<file path="src/rtl/core/apu_elc_pkg.sv">
// apu_elc_pkg: shared types, constants and the length reload table
// for the envelope and length counter block; no dependencies
`timescale 1ns / 1ps

package apu_elc_pkg;

  typedef enum logic [2:0] {
    CMD_CTRL_WR   = 3'd0,
    CMD_LEN_WR    = 3'd1,
    CMD_ENABLE_WR = 3'd2,
    CMD_ENV_TICK  = 3'd3,
    CMD_LEN_TICK  = 3'd4,
    CMD_CYC_TICK  = 3'd5,
    CMD_SOFT_RST  = 3'd6
  } cmd_e;

  localparam logic [3:0] VolMax      = 4'hF;
  localparam int unsigned DivWidth   = 5;
  localparam int unsigned LenWidth   = 8;

  // control register bit positions
  localparam int unsigned CtrlConstBit = 4;
  localparam int unsigned CtrlHaltBit  = 5;

  // length reload table, indexed by write_data[7:3]
  function automatic logic [LenWidth-1:0] len_lookup(input logic [4:0] idx);
    logic [LenWidth-1:0] val;
    case (idx)
      5'd0:  val = 8'h0A;
      5'd1:  val = 8'hFE;
      5'd2:  val = 8'h14;
      5'd3:  val = 8'h02;
      5'd4:  val = 8'h28;
      5'd5:  val = 8'h04;
      5'd6:  val = 8'h50;
      5'd7:  val = 8'h06;
      5'd8:  val = 8'hA0;
      5'd9:  val = 8'h08;
      5'd10: val = 8'h3C;
      5'd11: val = 8'h0A;
      5'd12: val = 8'h0E;
      5'd13: val = 8'h0C;
      5'd14: val = 8'h1A;
      5'd15: val = 8'h0E;
      5'd16: val = 8'h0C;
      5'd17: val = 8'h10;
      5'd18: val = 8'h18;
      5'd19: val = 8'h12;
      5'd20: val = 8'h30;
      5'd21: val = 8'h14;
      5'd22: val = 8'h60;
      5'd23: val = 8'h16;
      5'd24: val = 8'hC0;
      5'd25: val = 8'h18;
      5'd26: val = 8'h48;
      5'd27: val = 8'h1A;
      5'd28: val = 8'h10;
      5'd29: val = 8'h1C;
      5'd30: val = 8'h20;
      5'd31: val = 8'h1E;
      default: val = 8'h00;
    endcase
    return val;
  endfunction

endpackage

</file>
<file path="src/rtl/core/apu_elc_if.sv">
// apu_elc_in_if / apu_elc_out_if: valid/ready channels for event and result beats
// depends on nothing
`timescale 1ns / 1ps

interface apu_elc_in_if;
  logic       valid;
  logic       ready;
  logic [2:0] cmd;
  logic [7:0] write_data;
  logic       length_clock_now;

  modport source (output valid, output cmd, output write_data, output length_clock_now,
                  input ready);
  modport sink   (input valid, input cmd, input write_data, input length_clock_now,
                  output ready);
endinterface

interface apu_elc_out_if;
  logic       valid;
  logic       ready;
  logic [3:0] volume;
  logic       active;

  modport source (output valid, output volume, output active, input ready);
  modport sink   (input valid, input volume, input active, output ready);
endinterface

</file>
<file path="src/rtl/core/apu_envelope_length_counter.sv">
// apu_envelope_length_counter: volume envelope and length counter of one sound channel
// depends on apu_elc_pkg and the channel interfaces in apu_elc_if.sv
`timescale 1ns / 1ps

// usage
//   in_i  : event beats (cmd, write_data, length_clock_now), valid/ready
//   out_o : one result beat per event (volume, active), valid/ready
//   every accepted event gives exactly one result beat, in order
// timing
//   an event lands in the input register, the state update and result are
//   worked out combinationally from it and captured in the result register,
//   which drives out_o; a stall on out_o can hold the event in between
//   throughput is one event per cycle while out_o.ready stays high, set by
//   the single update stage
// reset
//   rst_ni low clears all envelope and length state to zero and empties both
//   registers; no results are pending afterwards
// stalls
//   while out_o.ready is low the result register holds its beat, the input
//   register still takes one more event, and in_i.ready drops once both are
//   full; nothing is lost or repeated
// unused cmd code 7 changes no state and reports the current outputs

module apu_envelope_length_counter (
  input  logic                clk_i,
  input  logic                rst_ni,
  apu_elc_in_if.sink          in_i,
  apu_elc_out_if.source       out_o
);

  // input register
  logic       in_vld_q;
  logic [2:0] in_cmd_q;
  logic [7:0] in_data_q;
  logic       in_lclk_q;

  // result register
  logic       out_vld_q;
  logic [3:0] out_vol_q;
  logic       out_act_q;

  // channel state
  logic [3:0]                        vol_q, vol_d;
  logic                              restart_q, restart_d;
  logic [3:0]                        level_q, level_d;
  logic [apu_elc_pkg::DivWidth-1:0]  div_q, div_d;
  logic [3:0]                        period_q, period_d;
  logic                              const_q, const_d;
  logic                              halt_q, halt_d;
  logic                              halt_req_q, halt_req_d;
  logic [apu_elc_pkg::LenWidth-1:0]  len_cnt_q, len_cnt_d;
  logic                              len_en_q, len_en_d;
  logic [apu_elc_pkg::LenWidth-1:0]  reload_q, reload_d;
  logic                              pend_q, pend_d;

  logic adv;

  // the update stage moves whenever the input register holds an event and the result register is free or draining
  assign adv        = in_vld_q && (!out_vld_q || out_o.ready);
  assign in_i.ready = !in_vld_q || adv;

  assign out_o.valid  = out_vld_q;
  assign out_o.volume = out_vol_q;
  assign out_o.active = out_act_q;

  always_ff @(posedge clk_i or negedge rst_ni) begin
    if (!rst_ni) begin
      in_vld_q <= 1'b0;
    end else if (in_i.ready) begin
      in_vld_q <= in_i.valid;
    end
  end

  always_ff @(posedge clk_i) begin
    if (in_i.valid && in_i.ready) begin
      in_cmd_q  <= in_i.cmd;
      in_data_q <= in_i.write_data;
      in_lclk_q <= in_i.length_clock_now;
    end
  end

  // next state for the event in the input register
  always_comb begin
    logic [apu_elc_pkg::DivWidth-1:0] div_reload;
    logic                             upd_vol;
    div_reload = {1'b0, period_q} + apu_elc_pkg::DivWidth'(1);
    upd_vol    = 1'b0;
    restart_d  = restart_q;
    level_d    = level_q;
    div_d      = div_q;
    period_d   = period_q;
    const_d    = const_q;
    halt_d     = halt_q;
    halt_req_d = halt_req_q;
    len_cnt_d  = len_cnt_q;
    len_en_d   = len_en_q;
    reload_d   = reload_q;
    pend_d     = pend_q;
    case (apu_elc_pkg::cmd_e'(in_cmd_q))
      apu_elc_pkg::CMD_CTRL_WR: begin
        period_d   = in_data_q[3:0];
        const_d    = in_data_q[apu_elc_pkg::CtrlConstBit];
        halt_req_d = in_data_q[apu_elc_pkg::CtrlHaltBit];
        upd_vol    = 1'b1;
      end
      apu_elc_pkg::CMD_LEN_WR: begin
        reload_d  = apu_elc_pkg::len_lookup(in_data_q[7:3]);
        pend_d    = 1'b1;
        restart_d = 1'b1;
      end
      apu_elc_pkg::CMD_ENABLE_WR: begin
        len_en_d = in_data_q[0];
        if (!in_data_q[0]) begin
          len_cnt_d = '0;
        end
      end
      apu_elc_pkg::CMD_ENV_TICK: begin
        upd_vol = 1'b1;
        if (restart_q) begin
          restart_d = 1'b0;
          level_d   = apu_elc_pkg::VolMax;
          div_d     = div_reload;
        end else if (div_q != '0) begin
          div_d = div_q - apu_elc_pkg::DivWidth'(1);
        end else begin
          div_d = div_reload;
          if (level_q != '0) begin
            level_d = level_q - 4'd1;
          end else if (halt_q) begin
            level_d = apu_elc_pkg::VolMax;
          end
        end
      end
      apu_elc_pkg::CMD_LEN_TICK: begin
        if (!halt_q && len_cnt_q != '0) begin
          len_cnt_d = len_cnt_q - apu_elc_pkg::LenWidth'(1);
        end
      end
      apu_elc_pkg::CMD_CYC_TICK: begin
        halt_d = halt_req_q;
        // a reload clashing with a length clock on a live counter is dropped
        if (pend_q && !(in_lclk_q && len_cnt_q != '0) && len_en_q) begin
          len_cnt_d = reload_q;
        end
        pend_d = 1'b0;
      end
      apu_elc_pkg::CMD_SOFT_RST: begin
        len_cnt_d = '0;
        len_en_d  = 1'b0;
      end
      default: begin
      end
    endcase
    vol_d = upd_vol ? (const_d ? period_d : level_d) : vol_q;
  end

  always_ff @(posedge clk_i or negedge rst_ni) begin
    if (!rst_ni) begin
      vol_q      <= '0;
      restart_q  <= 1'b0;
      level_q    <= '0;
      div_q      <= '0;
      period_q   <= '0;
      const_q    <= 1'b0;
      halt_q     <= 1'b0;
      halt_req_q <= 1'b0;
      len_cnt_q  <= '0;
      len_en_q   <= 1'b0;
      reload_q   <= '0;
      pend_q     <= 1'b0;
    end else if (adv) begin
      vol_q      <= vol_d;
      restart_q  <= restart_d;
      level_q    <= level_d;
      div_q      <= div_d;
      period_q   <= period_d;
      const_q    <= const_d;
      halt_q     <= halt_d;
      halt_req_q <= halt_req_d;
      len_cnt_q  <= len_cnt_d;
      len_en_q   <= len_en_d;
      reload_q   <= reload_d;
      pend_q     <= pend_d;
    end
  end

  always_ff @(posedge clk_i or negedge rst_ni) begin
    if (!rst_ni) begin
      out_vld_q <= 1'b0;
    end else if (adv) begin
      out_vld_q <= 1'b1;
    end else if (out_o.ready) begin
      out_vld_q <= 1'b0;
    end
  end

  always_ff @(posedge clk_i) begin
    if (adv) begin
      out_vol_q <= vol_d;
      out_act_q <= (len_cnt_d != '0);
    end
  end

  // checks

  // a disabled length counter always reads zero
  assert property (@(posedge clk_i) disable iff (!rst_ni)
    !len_en_q |-> (len_cnt_q == '0))
    else $error("length count nonzero while disabled");

  // divider never exceeds the largest reload of sixteen
  assert property (@(posedge clk_i) disable iff (!rst_ni)
    div_q <= 5'd16)
    else $error("divider out of range");

  // soft reset always reports an inactive counter
  assert property (@(posedge clk_i) disable iff (!rst_ni)
    (adv && in_cmd_q == apu_elc_pkg::CMD_SOFT_RST) |=> (out_vld_q && !out_act_q))
    else $error("active after soft reset");

  // constant mode control write reports the written level at once
  assert property (@(posedge clk_i) disable iff (!rst_ni)
    (adv && in_cmd_q == apu_elc_pkg::CMD_CTRL_WR && in_data_q[apu_elc_pkg::CtrlConstBit])
    |=> (out_vol_q == $past(in_data_q[3:0])))
    else $error("constant volume not reported");

  // a new result only appears after the update stage moved
  assert property (@(posedge clk_i) disable iff (!rst_ni)
    $rose(out_vld_q) |-> $past(adv))
    else $error("result without an event");

endmodule
</file>
<file path="src/flat_wrapper.sv">
// flat-port wrapper written by rule: the top's interface ports become plain ports
module apu_envelope_length_counter_flat 
  (clk_i, rst_ni, in_i_valid, in_i_cmd, in_i_write_data, in_i_length_clock_now, in_i_ready, out_o_valid, out_o_volume, out_o_active, out_o_ready);
  apu_elc_in_if in_i_i ();
  apu_elc_out_if out_o_i ();
  input  logic clk_i;
  input  logic rst_ni;
  input wire logic [$bits(in_i_i.valid)-1:0] in_i_valid;
  input wire logic [$bits(in_i_i.cmd)-1:0] in_i_cmd;
  input wire logic [$bits(in_i_i.write_data)-1:0] in_i_write_data;
  input wire logic [$bits(in_i_i.length_clock_now)-1:0] in_i_length_clock_now;
  output wire logic [$bits(in_i_i.ready)-1:0] in_i_ready;
  output wire logic [$bits(out_o_i.valid)-1:0] out_o_valid;
  output wire logic [$bits(out_o_i.volume)-1:0] out_o_volume;
  output wire logic [$bits(out_o_i.active)-1:0] out_o_active;
  input wire logic [$bits(out_o_i.ready)-1:0] out_o_ready;
  assign in_i_i.valid = in_i_valid;
  assign in_i_i.cmd = in_i_cmd;
  assign in_i_i.write_data = in_i_write_data;
  assign in_i_i.length_clock_now = in_i_length_clock_now;
  assign in_i_ready = in_i_i.ready;
  assign out_o_valid = out_o_i.valid;
  assign out_o_volume = out_o_i.volume;
  assign out_o_active = out_o_i.active;
  assign out_o_i.ready = out_o_ready;
  apu_envelope_length_counter u_core (.clk_i(clk_i), .rst_ni(rst_ni), .in_i(in_i_i), .out_o(out_o_i));
endmodule
</file>
<file path="config.mk">
export PLATFORM = sky130hd
export DESIGN_NAME = apu_envelope_length_counter_flat
export DESIGN_NICKNAME = d
export VERILOG_FILES = /design/src/rtl/core/apu_elc_pkg.sv /design/src/rtl/core/apu_elc_if.sv /design/src/rtl/core/apu_envelope_length_counter.sv /design/src/flat_wrapper.sv
export SDC_FILE = /design/constraint.sdc
export NUM_CORES = 1
export LEC_CHECK = 0
export BUFFER_PORTS_ARGS = -buffer_cell sky130_fd_sc_hd__buf_2
export CORE_MARGIN = 10
export CORE_UTILIZATION = 50
export CTS_BUF_LIST = sky130_fd_sc_hd__clkbuf_8 sky130_fd_sc_hd__clkbuf_16
export CTS_CLUSTER_DIAMETER = 120
export CTS_CLUSTER_SIZE = 16
export DETAILED_ROUTE_END_ITERATION = 10
export GPL_TIMING_DRIVEN = 0
export MAX_ROUTING_LAYER = met4
export PLACE_DENSITY = 0.69
export SYNTH_ARGS = -nofsm -noshare
export SYNTH_HDL_FRONTEND = slang
export SYNTH_SLANG_ARGS = --single-unit
</file>
<file path="constraint.sdc">
create_clock -name clk_i -period 2.1 [get_ports clk_i]
set_input_delay 0.21 -clock clk_i [delete_from_list [all_inputs] [get_ports clk_i]]
set_output_delay 0.21 -clock clk_i [all_outputs]
set_load 0.05 [all_outputs]
</file>
=== Word level (Yosys, flattened, before mapping) ===
Memory sizes are Yosys's and may differ from the RTL's. A register that Yosys moved wholly into a read port is not among the register bits.
Cells that the tools add are included.

* Flip-flop bits (word level): 58
* ROM bits: 224
* Input port bits: 16
* Output and inout port bits: 7
* Word-level logic and storage cells: 81
* Memories kept: 1

{| class="wikitable"
|+ Memory list
! name !! words !! width !! rd ports !! clocked after Yosys merged registers in !! write ports !! line !! source
|-
| (name not given) || 32 || 7 || 1 || 1 || 0 || apu_elc_pkg.sv:28 || <nowiki>case (idx)</nowiki>
|}

* Add/sub/neg operators: 4
* Equal/unequal tests: 6
* Multiplexer cells: 21
* Reductions and logical operators: 30

{| class="wikitable"
|+ Operator list
! kind !! count
|-
| 4-bit two-way mux || 8
|-
| 8-bit one-hot mux with 4 select lines || 1
|-
| 8-bit two-way mux || 3
|-
| 8-bit nonzero test || 2
|-
| 2-bit AND reduction || 7
|-
| 5-bit two-way mux || 2
|-
| 3-bit == test, second input constant || 3
|-
| 2-bit nonzero test || 4
|-
| 8-bit by 1-bit subtractor with 8-bit output, second input constant || 1
|-
| 3-bit by 2-bit == test with 1-bit output, second input constant || 2
|-
| 1-bit logical AND || 6
|-
| 1-bit one-hot mux with 2 select lines || 3
|-
| 4-bit by 1-bit adder with 5-bit output, second input constant || 1
|-
| 1-bit zero test || 5
|-
| 5-bit nonzero test || 1
|-
| 5-bit by 1-bit subtractor with 5-bit output, second input constant || 1
|-
| 1-bit two-way mux || 4
|-
| 4-bit nonzero test || 1
|-
| 4-bit by 1-bit subtractor with 4-bit output, second input constant || 1
|-
| 3-bit by 1-bit == test with 1-bit output, second input constant || 1
|-
| 3-bit zero test || 1
|-
| 1-bit logical OR || 2
|-
| 2-bit OR reduction || 1
|}

=== Longest topological paths before layout ===
* Depth in word-level cells: 8
* Mapped depth: 9
* Depth with buffers taken out: 8

=== Worst setup path before layout ===
No wires, ideal clock.

* Kind: register -> register
* Start: reg u_core.len_cnt_q[0] (netlist name)
* End: reg u_core.out_act_q, in the netlist u_core.out_o.active, data pin
* Library setup time: 0.273 ns
* Arrival: 2.025 ns
* Data required time: 1.827 ns
* Setup slack: -0.198 ns
* Cell stages (with the launch flop): 9
* Path buffers: 0
* Cells stage by stage: dfrtp_1 -> inv_1 -> ha_1 -> or4b_4 -> o41ai_4 -> a2bb2oi_2 -> a221oi_2 -> and3_1 -> nand4_1

* Word-level cells in the longest chain between the ends: 8
* Elaborated cells between the ends (all ways): 12

{| class="wikitable"
|+ RTL lines
! item !! line !! source
|-
| from (decl) || apu_envelope_length_counter.sv:51 || <nowiki>logic [apu_elc_pkg::LenWidth-1:0] len_cnt_q, len_cnt_d;</nowiki>
|-
| from (signal assigned) || apu_envelope_length_counter.sv:180 || <nowiki>len_cnt_q <= len_cnt_d;</nowiki>
|-
| parallel branches: the longest is 6 deep, another holds 8-bit by 1-bit subtractor with 8-bit output || - ||
|-
| 8-bit one-hot mux with 4 select lines * || apu_envelope_length_counter.sv:99 || <nowiki>case (apu_elc_pkg::cmd_e'(in_cmd_q))</nowiki>
|-
| 8-bit nonzero test * || apu_envelope_length_counter.sv:200 || <nowiki>out_act_q <= (len_cnt_d != '0);</nowiki>
|-
| to (signal assigned) || apu_envelope_length_counter.sv:200 ||
|-
| to (decl) || apu_envelope_length_counter.sv:40 || <nowiki>logic out_act_q;</nowiki>
|}

Mark *: on every way between the ends.
A chain may end at the register's enable or synchronous reset.

=== Final worst setup path ===
* Start: reg u_core.len_cnt_q[1] (netlist name)
* End: reg u_core.out_act_q, in the netlist u_core.out_o.active, data pin

Same word-level chain as after synthesis.

==> reports/results.txt <==
Outcome - finished with violations
Failing checks - negative setup slack
Sw power - 1950 uW
I/O pin count - 23
Comb power frac - 0.446
DIE AREA - 10400 sq um
Syn Area/Cell - 9.62 sq um
H-tree Lvls - 3
Rows - 29
Design Area, Final - 4050 sq um
Tmin final - 2.39 ns
#FFs+latches synth - 57
Max Clock Skew - 0.00955 ns
Pwr Density - 1270 nW/um^2
Req. time, crit path - 2.17 ns
Placed cells - 448
Clock share of power - 0.221
Multi-input logic area - 1790 sq um
Fin nets - 424
Post-route DRC - 0
Syn Std Cell Area - 3360 sq um
Worst-margin pin slew - 0.916 ns
Die height - 102 microns
Largest net degree at the start of global routing - 41
Setup slack after layout - -0.291 ns
Final worst-path cycle share - 1.14
RSZ-0062 raised after global routing - true
Post-route insts no fill - 479
Leakage Power - 0.00169 uW
Antenna violations before repair - 0
Initial core utilization - 0.523
Clk sinks - 57
EDFF count, synth - 17
Fmax achieved - 418 MHz
Post-synthesis cell type count - 65
Crit path cell chain - inv_2, ha_4, or4b_4, o41ai_4, a2bb2oi_2, a221oi_2, and3_1, nand4_1
Max Cap Violations - 0
CP Launch Type - register
Grt ovf - 0
Post-DP HPWL - 5270 microns
Top post-synthesis cells by area - dfrtp_1 30%, edfxtp_1 15%, o21ai_0 4.3%, nand2_1 4.1%, ha_1 4.1%
Kind of critical path - reg2reg
Core area - 6420 sq um
Routed Antenna Nets - 0
Syn Nets - 376
R2R setup slack - -0.29 ns
Clock Latency Late Sink - 0.34 ns
RePlAce Congestion - 0.917
IO buf count - 22
Yosys top cell area share - 0.298
Vias in the first global route - 2750
Placed cell areas - 3570 sq um
Worst IR Drop VDD - 613 uV
CP max-delay cell - or4b_4
Iteration-0 DRC Markers - 165
Cell-internal power - 3210 uW
Syn-to-layout area delta - 20.8%
TritonCTS clock tree - yes
Reg power frac - 0.333
Hold Path Class - in2async
Register area share after synthesis - 0.450
Synth Flop Type - dfrtp_1
Routed WL - 7740 microns
Total power - 5160 uW
Delay-heaviest family, CP - simple AND/OR/NAND/NOR gates
YS warnings - 0
Ys async rst share - 0.702
Max-slew violation count - 0
Cells on worst reg2reg path - 8
Root Driver - clkbuf_8
Diodes inserted - 0
CP bufs+invs - 1
Worst r2r src - u_core.len_cnt_q[1]
DIE WIDTH - 102 microns
Worst EP arrival - 2.46 ns
Fill cells - 510
# setup viols final - 7
CP max stage delay - 0.50 ns
Net Sw Frac - 0.377
Avg Vias per Cell - 5.81
Max transition margin - 0.390
Setup TNS - -0.692 ns
Clk buf depth - 2
Crit path capture type - register
Reg area - 1510 sq um
Clock Pin Slew Worst Setup and Hold Paths - 0.07 ns
Avg WL per Cell - 16.2 microns
CP max FO - 4
First-pass GRT wire length - 13200 microns
Tot GR Track Use - 0.162
Fin. Hold Viols - 0
Post-Synthesis Cells - 349
Via Count - 2782
Share of cells above drive strength 1 - 0.279
Total CTS buffers - 9
Leading area contributor after synthesis - dfrtp_1
Reg2reg end - u_core.out_o.active
Pre-antenna DRT Iters - 4
## cell usage after synthesis (all sizes together), types with 2 or more instances
cell type   n
a221oi      2
clkbuf     14
nor4        2
nor3b       2
nor2       34
o31ai       4
o211ai      5
or4b        2
o21ai      30
or2         2
nor3        8
xor2        3
nand3b      2
nor4b       4
nand4       2
a21oi      22
o22a        2
edfxtp     17
a211oi      7
o21a        3
nand2      37
nand2b      5
and3        3
inv        20
or3         5
dfrtp      40
ha         11
o41ai       4
buf         6
a31oi       7
a2bb2oi     4
a22oi       2
mux2        9
a211o       3
o22ai       3
nand3       5
mux2i       2
## through the flow
stage	setup slack, ns	hold slack (ns)	utilization
after floorplan	-0.183	-0.0856	-
after global placement	-0.496	0.387	0.555
after detailed placement	-0.498	0.388	0.555
after CTS	-0.315	0.0423	0.617
after global routing	-0.374	0.0344	0.631
final	-0.291	0.00125	0.631
## cells by family after synthesis
family,after synthesis,share of synthesized area
flops,57,0.450
compound gates,107,0.219
buf+inv,40,0.0563
simple gates,119,0.182
xor+xnor,3,0.00783
mux,12,0.0440
fa+ha+maj,11,0.0410
## worst register-to-register path: stages (launching register included)
cell       delay (ns)
dfrtp_1          0.40
inv_2            0.09
ha_4             0.13
or4b_4           0.50
o41ai_4          0.28
a2bb2oi_2        0.15
a221oi_2         0.29
and3_1           0.18
nand4_1          0.10
## registers in the layout, summed over array words and instances (netlist names), 4 cells and up
register / flops
u_core.div_q: 5
u_core.in_data_q: 8
u_core.len_cnt_q: 8
u_core.level_q: 4
u_core.out_o.volume: 4
u_core.period_q: 4
u_core.reload_q: 7
u_core.vol_q: 4
## placed cells by master (no fill, tap or decap), types with 3 or more instances in the layout
| cell type | synthesis | routed |
|---|---|---|
| a211o_1 | 3 | 3 |
| a211oi_1 | 7 | 5 |
| a21oi_1 | 22 | 17 |
| a21oi_2 | 0 | 5 |
| a2bb2oi_1 | 3 | 3 |
| a31oi_1 | 7 | 7 |
| and3_1 | 3 | 3 |
| buf_2 | 1 | 23 |
| buf_4 | 1 | 16 |
| buf_6 | 4 | 5 |
| clkbuf_1 | 13 | 10 |
| clkbuf_8 | 0 | 10 |
| dfrtp_1 | 40 | 38 |
| edfxtp_1 | 17 | 17 |
| ha_1 | 11 | 8 |
| inv_1 | 19 | 15 |
| inv_2 | 1 | 4 |
| mux2_2 | 8 | 7 |
| nand2_1 | 37 | 35 |
| nand2b_1 | 5 | 4 |
| nand3_1 | 5 | 5 |
| nor2_1 | 34 | 34 |
| nor3_1 | 8 | 8 |
| o211ai_1 | 5 | 5 |
| o21a_1 | 3 | 3 |
| o21ai_0 | 29 | 22 |
| o21ai_1 | 1 | 6 |
| o31ai_1 | 4 | 4 |
| o41ai_1 | 3 | 3 |
| or3_1 | 5 | 5 |
| xor2_1 | 3 | 3 |
## power groups by stage
stage / Sequential [uW] / Clock [uW] / Combinational, uW
floorplan: 1760 / 0 / 1380
global placement: 1730 / 0 / 1790
detailed placement: 1740 / 0 / 1820
CTS: 1700 / 1150 / 2160
global route: 1760 / 1210 / 2540
finish: 1720 / 1140 / 2300
## area by class of cell
type	count	share of cell area
clock buffer	10	0.0340
multi-input combinational	252	0.443
inverter	20	0.0198
buffer	19	0.0293
timing repair buffer	38	0.0568
clock inverter	6	0.0201
sequential	57	0.374
tap	77	0.0238
## timing repair
item,CTS,global route
pin swaps,7,10
endpoints found under the setup margin,16,19
hold buffers,0,0
gates resized for setup,19,29
buffers inserted,13,3
## worst max path at each step
stage                          endpoint           startpoint  cells past startpoint  slack, ns
floorplan           u_core.out_o.active  u_core.len_cnt_q[0]                      8      -0.18
global placement    u_core.out_o.active  u_core.len_cnt_q[0]                      8      -0.50
detailed placement  u_core.out_o.active  u_core.len_cnt_q[0]                      8      -0.50
CTS                 u_core.out_o.active  u_core.len_cnt_q[1]                      8      -0.31
global route        u_core.out_o.active  u_core.len_cnt_q[1]                      8      -0.37
finish              u_core.out_o.active  u_core.len_cnt_q[1]                      8      -0.29
## layer usage
| layer | vias up | track usage | wire length [microns] |
|---|---|---|---|
| met5 | - | - | 0 |
| met4 | 0 | 0.0640 | 96 |
| met3 | 11 | 0.0297 | 357 |
| met2 | 77 | 0.244 | 3570 |
| met1 | 1313 | 0.211 | 3720 |
| li1 | 1381 | - | - |
Power figures use the tool's default switching activity.
